$ cat src/rtl/core/dpod_pkg.sv
// ============================================================================
// dpod_pkg: shared types and constants for the date period overlap block
// Field widths, the day serial width, the month offset table and the
// reciprocal used to divide years by one hundred.
// ============================================================================
`default_nettype none

package dpod_pkg;

    localparam int DAY_W    = 5;
    localparam int MONTH_W  = 4;
    localparam int YEAR_W   = 14;
    localparam int SERIAL_W = 23;
    localparam int COUNT_W  = 22;

    // floor(x / 100) == (x * RECIP_100) >> RECIP_SHIFT for x below 43699
    localparam int RECIP_100   = 5243;
    localparam int RECIP_SHIFT = 19;
    localparam int RECIP_W     = 13;

    localparam int DAYS_PER_YEAR = 365;
    localparam logic [COUNT_W-1:0] COUNT_MAX = {COUNT_W{1'b1}};

    localparam logic [MONTH_W-1:0] MONTH_FEB = MONTH_W'(2);

    typedef logic [DAY_W-1:0]    day_t;
    typedef logic [MONTH_W-1:0]  month_t;
    typedef logic [YEAR_W-1:0]   year_t;
    typedef logic [SERIAL_W-1:0] serial_t;
    typedef logic [COUNT_W-1:0]  count_t;

    // Days before the first of the month; out of range months clamp.
    function automatic logic [8:0] month_base(input month_t month);
        logic [8:0] base;
        case (month)
            4'd0:    base = 9'd0;
            4'd1:    base = 9'd0;
            4'd2:    base = 9'd31;
            4'd3:    base = 9'd59;
            4'd4:    base = 9'd90;
            4'd5:    base = 9'd120;
            4'd6:    base = 9'd151;
            4'd7:    base = 9'd181;
            4'd8:    base = 9'd212;
            4'd9:    base = 9'd243;
            4'd10:   base = 9'd273;
            4'd11:   base = 9'd304;
            default: base = 9'd334;
        endcase
        return base;
    endfunction

endpackage

`default_nettype wire

$ cat src/rtl/core/dpod_serial.sv
// ============================================================================
// dpod_serial: Gregorian date to day serial number
// Counts the days of years 0 .. year-1, adds the month offset, the leap day
// when past February, and the day of month.
// ============================================================================
`default_nettype none

module dpod_serial (
    input  wire dpod_pkg::day_t    day,
    input  wire dpod_pkg::month_t  month,
    input  wire dpod_pkg::year_t   year,
    output dpod_pkg::serial_t      serial
);
    import dpod_pkg::*;

    localparam int PROD_W = YEAR_W + 1 + RECIP_W;

    logic [YEAR_W:0]     year_p3;
    logic [YEAR_W:0]     year_p99;
    logic [YEAR_W:0]     year_p399;
    logic [PROD_W-1:0]   prod_99;
    logic [PROD_W-1:0]   prod_399;
    logic [PROD_W-1:0]   prod_yr;
    logic [7:0]          ceil_100;
    logic [5:0]          ceil_400;
    logic [7:0]          quot_100;
    logic                div_100;
    logic                leap;
    serial_t             year_days;

    always_comb
    begin
        year_p3   = {1'b0, year} + (YEAR_W+1)'(3);
        year_p99  = {1'b0, year} + (YEAR_W+1)'(99);
        year_p399 = {1'b0, year} + (YEAR_W+1)'(399);

        prod_99  = PROD_W'(year_p99) * PROD_W'(RECIP_100);
        prod_399 = PROD_W'(year_p399[YEAR_W:2]) * PROD_W'(RECIP_100);
        prod_yr  = PROD_W'(year) * PROD_W'(RECIP_100);

        ceil_100 = prod_99[RECIP_SHIFT +: 8];
        ceil_400 = prod_399[RECIP_SHIFT +: 6];
        quot_100 = prod_yr[RECIP_SHIFT +: 8];

        div_100 = (year == YEAR_W'(quot_100) * YEAR_W'(100));
        leap    = (year[1:0] == 2'b00) && (!div_100 || (quot_100[1:0] == 2'b00));

        year_days = SERIAL_W'(year) * SERIAL_W'(DAYS_PER_YEAR)
                  + SERIAL_W'(year_p3[YEAR_W:2])
                  - SERIAL_W'(ceil_100)
                  + SERIAL_W'(ceil_400);

        serial = year_days
               + SERIAL_W'(month_base(month))
               + SERIAL_W'(leap && (month > MONTH_FEB))
               + SERIAL_W'(day);
    end

endmodule

`default_nettype wire

$ cat src/rtl/core/date_period_overlap_days.sv
// ============================================================================
// date_period_overlap_days: inclusive overlap of two date periods
// Converts four dates to day serials and counts the shared days.
// ============================================================================
// Each transfer carries two periods (start and end dates); one transfer of
// overlap_days follows for each, the count of days in both periods with end
// dates included, zero when the periods are disjoint or either one is
// reversed, saturated at the top of the 22-bit range. The block is a
// two-stage pipeline (date serials, then compare and subtract): it takes a
// new transfer every cycle unless the output is stalled, and each result
// passes through the serial registers and then the count register.
`default_nettype none

module date_period_overlap_days (
    input  wire                    clk,
    input  wire                    rst_n,
    input  wire                    in_valid,
    output logic                   in_stall,
    input  wire dpod_pkg::day_t    first_start_day,
    input  wire dpod_pkg::month_t  first_start_month,
    input  wire dpod_pkg::year_t   first_start_year,
    input  wire dpod_pkg::day_t    first_end_day,
    input  wire dpod_pkg::month_t  first_end_month,
    input  wire dpod_pkg::year_t   first_end_year,
    input  wire dpod_pkg::day_t    second_start_day,
    input  wire dpod_pkg::month_t  second_start_month,
    input  wire dpod_pkg::year_t   second_start_year,
    input  wire dpod_pkg::day_t    second_end_day,
    input  wire dpod_pkg::month_t  second_end_month,
    input  wire dpod_pkg::year_t   second_end_year,
    output logic                   out_valid,
    input  wire                    out_stall,
    output dpod_pkg::count_t       overlap_days
);
    import dpod_pkg::*;

    serial_t s1_ser;
    serial_t e1_ser;
    serial_t s2_ser;
    serial_t e2_ser;

    serial_t s1_reg;
    serial_t e1_reg;
    serial_t s2_reg;
    serial_t e2_reg;
    logic    stage_valid_reg;
    logic    stage_valid_next;

    logic    out_valid_reg;
    logic    out_valid_next;
    count_t  count_reg;
    count_t  count_next;

    logic    out_load;
    logic    stage_load;

    serial_t             lo;
    serial_t             hi;
    logic [SERIAL_W:0]   span;

    dpod_serial u_first_start (
        .day    (first_start_day),
        .month  (first_start_month),
        .year   (first_start_year),
        .serial (s1_ser)
    );

    dpod_serial u_first_end (
        .day    (first_end_day),
        .month  (first_end_month),
        .year   (first_end_year),
        .serial (e1_ser)
    );

    dpod_serial u_second_start (
        .day    (second_start_day),
        .month  (second_start_month),
        .year   (second_start_year),
        .serial (s2_ser)
    );

    dpod_serial u_second_end (
        .day    (second_end_day),
        .month  (second_end_month),
        .year   (second_end_year),
        .serial (e2_ser)
    );

    // advance when the next stage is empty or draining
    always_comb
    begin
        out_load         = !out_valid_reg || !out_stall;
        stage_load       = !stage_valid_reg || out_load;
        in_stall         = !stage_load;
        stage_valid_next = stage_load ? in_valid : stage_valid_reg;
        out_valid_next   = out_load ? stage_valid_reg : out_valid_reg;
    end

    always_comb
    begin
        lo   = (s1_reg > s2_reg) ? s1_reg : s2_reg;
        hi   = (e1_reg < e2_reg) ? e1_reg : e2_reg;
        span = {1'b0, hi} - {1'b0, lo} + (SERIAL_W+1)'(1);
        if ((s1_reg > e1_reg) || (s2_reg > e2_reg) || (lo > hi))
        begin
            count_next = '0;
        end
        else if (span > (SERIAL_W+1)'(COUNT_MAX))
        begin
            count_next = COUNT_MAX;
        end
        else
        begin
            count_next = span[COUNT_W-1:0];
        end
    end

    always_ff @(posedge clk or negedge rst_n)
    begin
        if (!rst_n)
        begin
            stage_valid_reg <= 1'b0;
            out_valid_reg   <= 1'b0;
        end
        else
        begin
            stage_valid_reg <= stage_valid_next;
            out_valid_reg   <= out_valid_next;
        end
    end

    always_ff @(posedge clk)
    begin
        if (stage_load && in_valid)
        begin
            s1_reg <= s1_ser;
            e1_reg <= e1_ser;
            s2_reg <= s2_ser;
            e2_reg <= e2_ser;
        end
        if (out_load && stage_valid_reg)
        begin
            count_reg <= count_next;
        end
    end

    assign out_valid    = out_valid_reg;
    assign overlap_days = count_reg;

endmodule

`default_nettype wire

$ cat config.mk
export PLATFORM = sky130hd
export DESIGN_NAME = date_period_overlap_days
export DESIGN_NICKNAME = d
export VERILOG_FILES = /design/src/rtl/core/dpod_pkg.sv /design/src/rtl/core/dpod_serial.sv /design/src/rtl/core/date_period_overlap_days.sv
export SDC_FILE = /design/constraint.sdc
export NUM_CORES = 2
export LEC_CHECK = 0
export ABC_AREA = 1
export ABC_CLOCK_PERIOD_IN_PS = 5680
export BUFFER_PORTS_ARGS = -buffer_cell sky130_fd_sc_hd__buf_4
export CELL_PAD_IN_SITES_DETAIL_PLACEMENT = 1
export CELL_PAD_IN_SITES_GLOBAL_PLACEMENT = 2
export CORE_ASPECT_RATIO = 0.8
export CORE_MARGIN = 5
export CORE_UTILIZATION = 30
export CTS_CLUSTER_DIAMETER = 80
export DETAILED_ROUTE_END_ITERATION = 12
export PLACE_DENSITY_LB_ADDON = 0.1
export SLEW_MARGIN = 20
export SYNTH_ARGS = -nofsm -noshare
export SYNTH_HDL_FRONTEND = slang
export SYNTH_SLANG_ARGS = --single-unit
$ cat constraint.sdc
create_clock -name clk -period 5.68 [get_ports clk]
set_input_delay 0.284 -clock clk [delete_from_list [all_inputs] [get_ports clk]]
set_output_delay 0.284 -clock clk [all_outputs]
set_load 0.05 [all_outputs]
# Word-level counts from Yosys, hierarchy flattened
# Memories as Yosys holds them, arrays and structs flattened.
# Index checks and enable logic that the tools add are counted.
# word_totals
ff_bits	116
latchBits	0
ramBits	0
romBits	576
in_bits	96
word_cells	120
n_memories	4
# mem_list
memory	depth	width	rd	rd_ports_with_merged_regs	write_ports	line	rtl
(name not given)	16	9	1	0	0	dpod_pkg.sv:35	case (month)
(name not given)	16	9	1	0	0	dpod_pkg.sv:35	
(name not given)	16	9	1	0	0	dpod_pkg.sv:35	
(name not given)	16	9	1	0	0	dpod_pkg.sv:35	
# classes
n_addsub	38
multipliers	20
n_div	0
magnitude_cmp	10
n_eq_ne	4
shifts	0
mux	3
bitwise_logic	0
reduce_logical	34
# op_table
cell	count
$mul 14x13->27 const B	4
$mul 15x13->27 const B	4
$mul 13x13->25 const B	4
$add 23x1->23	4
$add 23x13->23	4
$add 23x5->23	4
$add 23x6->23	4
$add 23x9->23	4
$gt 23x23->1	4
$mul 14x9->23 const B	4
$sub 23x8->23	4
$add 14x2->15 const B	4
$add 14x7->15 const B	4
$add 14x9->15 const B	4
$eq 14x14->1	4
$mul 8x5->12 const B	4
$mux 23	2
$add 24x1->24 const B	1
$gt 24x22->1 const B	1
$sub 23x23->24	1
$lt 23x23->1	1
$mux 22	1
$gt 4x2->1 const B	4
$logic_not 2->1	8
other kinds (3)	26

# Logic depth before layout (Yosys ltp)
# depth
depth_word	9
mapped_depth	65
depth_no_buf	65

# Hierarchy
# Synthesis repeated with hierarchy kept, for this count alone.
# hier_totals
hier_cells	8796
hier_area_um2	75859.0
# modules_own_cells
module	n_inst	cells_each	area_each_um2	seq_area_each_um2
dpod_serial (u_second_start)	1	1957	16726.0	0.0
dpod_serial (u_first_start)	1	1926	16614.7	0.0
dpod_serial (u_first_end)	1	1890	16562.1	0.0
dpod_serial (u_second_end)	1	1919	16559.6	0.0
date_period_overlap_days	1	1104	9396.5	3473.3

# Worst setup path after synthesis
# No wires, ideal clock.
# synth_timing
kind	in2reg
startpoint	in second_end_year[5]
endpoint	reg e2_reg[19] (data pin)
setup_time_ns	0.264
t_arrival_ns	10.450
required_time_ns	5.416
setup_slack_ns	-5.034
stages	49
n_path_buf	1
path_cell_list	clkbuf_1 -> inv_1 -> fa_1 -> inv_1 -> ha_1 -> fa_1 -> fa_1 -> inv_1 -> fa_1 -> inv_1 -> ha_1 -> a21oi_1 -> o21ai_0 -> a21oi_1 -> nand2_1 -> a21boi_0 -> xnor2_1 -> ha_1 -> (+13 left out) -> nand4_1 -> nand2_1 -> fa_1 -> inv_1 -> fa_1 -> ha_1 -> inv_1 -> fa_1 -> fa_1 -> fa_1 -> fa_1 -> o21ai_0 -> nand3_1 -> nand3_1 -> nand2_1 -> o211ai_1 -> a31oi_1 -> xor2_1
# synth_via
elab_chain_cells	9
# synth_lines
item	line	rtl
from (decl)	date_period_overlap_days.sv:30	input wire dpod_pkg::year_t second_end_year,
branches (longest 7 deep; another with $mul 14x9->23)	-	
$add 23x1->23 *	dpod_serial.sv:55	+ SERIAL_W'(leap && (month > MONTH_FEB))
$add 23x5->23 *	dpod_serial.sv:56	+ SERIAL_W'(day);
named net e2_ser[19]	date_period_overlap_days.sv:40	serial_t e2_ser;
to (signal assigned)	date_period_overlap_days.sv:139	e2_reg <= e2_ser;
to (decl)	date_period_overlap_days.sv:45	serial_t e2_reg;
# Mark *: on every way through the listed nets, which the timed path passes.
# A chain may end at the register's enable or synchronous reset.

# Final worst setup path
# layout_timing
startpoint	in first_end_year[11]
endpoint	reg e1_reg[17] (data pin)
# layout_via
elab_chain_cells	9
# layout_lines
item	line	rtl
from (decl)	date_period_overlap_days.sv:24	input wire dpod_pkg::year_t first_end_year,
branches (longest 7 deep; another with $mul 14x9->23)	-	
$add 23x1->23 *	dpod_serial.sv:55	
$add 23x5->23 *	dpod_serial.sv:56	
named net e1_ser[17]	date_period_overlap_days.sv:38	serial_t e1_ser;
to (signal assigned)	date_period_overlap_days.sv:137	e1_reg <= e1_ser;
to (decl)	date_period_overlap_days.sv:43	serial_t e1_reg;
# Marks and branches as above.

==> impl_metrics.ini <==
[route]
vias_per_cell = 4.44
vias = 61100
drt-total-wl_um = 243000
ant_nets = 0
drc = 0
wl_per_cell_um = 17.7
firstDrtPassIters = 5
drt_iter0_drc = 1805

[yosys]
ys_ff_latch = 116
yosysUniqueCellTypes = 57
synth.area.top_cells = ha_1, fa_1, inv_1
synth-main-ff-cell = edfxtp_1
synth_top_area_share_pct = 31.6
synth-seq-area-share_pct = 4.67
syn_inst = 8543
yosysWarnings = 0
synth_edf_count = 114
yosysMostFrequentCell = inv_1
avgSynthCellArea_um2 = 8.70
ys_top_cells_by_count = inv_1, ha_1, fa_1, nand2_1, a21oi_1
synth-async-reset-ratio_pct = 1.72
yosysTopAreaCell = ha_1
synth_nets = 11600
synthesis.area_um2 = 74400

[cts]
clock-sinks = 116
root_buffer = clkbuf_16
cts_made_buffers = 17
cts_tree = yes
cts.path.max_buffers = 2
clkTransAtPathRegs_ns = 0.06
htreeDepth = 4
clock_latency_ns = 0.46

[sta]
report.final.hold_viol_count = 0
worstMarginPinSlew_ns = 1.01
whs_ns = 0.0526
rsz0062_at_grt = yes
fin_crit_sh_pct = 183
slew_viol_final = 0
timing.final.ws_setup_ns = -4.70
max-slew-margin-rel_pct = 32.1
setup_viol = 92
fmax_mhz = 96.3
min_period_ns = 10.38
finClkSkew_ns = 0.00617

[final_layout]
fillers = 28800
layout-drive-gt1-share_pct = 25.3
areaGrowthSynthToFinish_pct = 31.8
n_antenna_cell = 0
nNetsFinal = 13600

[global_route]
antenna_found_initial = 0
grt_pass1_wl_um = 389000
grt_pass1_vias = 69000
grt_max_degree = 62
grt_util_all_layers_pct = 18.9
gr-total-overflow = 0

[place]
dpl.hpwl_um = 225000
place.gp.congestion = 0.855
pre_cts_ws_ns = -6.01
portBuffers = 119

[setup_path]
crit_path_end_kind = register
cp_common_cell = inv_2
cpMaxStageDelayCell = fa_1
path_max_fanout = 6
worstSetupPathType = in -> reg
start_kind = input port
arrival_ns = 10.58
max_stage_delay_ns = 0.54
critPathBufInv = 14
cp_top_family = adder cells
required_ns = 5.88

[die]
start_util_pct = 30.2
die-area_um2 = 258000
rows = 163
io_pins = 120
fp.dieW_um = 567
die_y_um = 455
core-area_um2 = 247000

[worst_hold_path]
hp-class = in -> reg

[run_status]
status = finished with violations
violations = negative setup slack

[run]
cap_violations = 0
timing repair:
action,CTS,global route
pin swaps,284,195
buffers inserted,63,35
gates resized for setup,454,223
endpoints found under the setup margin,92,92
hold endpoints to repair,2,0
hold buffers,1,0
worst paths after layout:
| check | depth (start not counted) | slack, ns | to | from |
|---|---|---|---|---|
| min | 3 | 0.05 | out_valid | out_stall |
| min in group asynchronous | 2 | 0.15 | stage_valid_reg | rst_n |
| min reg2reg | 2 | 0.49 | out_valid | stage_valid_reg |
| max reg2reg | 19 | 0.32 | overlap_days[7] | e2_reg[2] |
| max | 53 | -4.70 | e1_reg[17] | first_end_year[11] |
| max in group asynchronous | 2 | 5.45 | out_valid | rst_n |
final cells by class:
cell class / count / area, µm² / area share [%]
inverter: 2448 / 9250 / 9.43
sequential: 116 / 3470 / 3.54
tap: 3300 / 4130 / 4.21
clock buffer: 18 / 429 / 0.438
multi-input combinational: 5954 / 65400 / 66.8
timing repair buffer: 1919 / 15100 / 15.4
clock inverter: 13 / 184 / 0.188
cells by family (layout without fill, tap and decap cells):
logic type,Yosys count,count (layout),synth area share [%]
xor gates and xnor gates,389,389,4.61
buffers and inverters,2473,4398,12.5
DFF,116,116,4.67
and+or+nand+nor,1701,1701,9.74
AOI/OAI and AO/OA,858,858,6.45
adders and majority gates,3006,3006,62.0
layout by cell type (no fill, tap or decap), types with 97 or more instances in the layout:
cell type / instances
inv_1: 2345
buf_4: 1805
ha_1: 1730
fa_1: 1096
nand2_1: 906
a21oi_1: 343
nor2_1: 244
xor2_1: 230
o21ai_0: 188
nand3_1: 169
ha_4: 129
edfxtp_1: 114
xnor2_1: 97
worst reg2reg max path, delay by kind of cell, from the launching register on:
kind / cells / cell delay [ns]
AO/OA/AOI/OAI: 7 / 2.10
adder cells (fa/ha/maj): 3 / 1.04
AND/OR/NAND/NOR: 4 / 0.72
buffers and inverters: 4 / 0.62
flip-flops: 1 / 0.50
XOR/XNOR: 1 / 0.14
stage by stage:
stage                     util, %  std cells  instance area (µm²)  setup TNS (ns)
after floorplan                 -       8543                75300         -353.53
after global placement       37.9      13700                93400         -472.16
after detailed placement     37.9      13700                93400         -479.80
after CTS                    39.3      13800                96800         -395.05
after global routing         39.8      13800                98000         -432.26
final                        39.8      13800                98000         -392.78
metal layers:
metal	global-route usage [%]	part of all wire (%)
met1	28.9	53
met4	1.40	0.60
met2	30.6	44
met5	0	0
met3	1.17	1.8
Power is left out: the tool's default activity adds up to more than one toggle a clock period on the data nets, which glitch-free logic cannot reach.
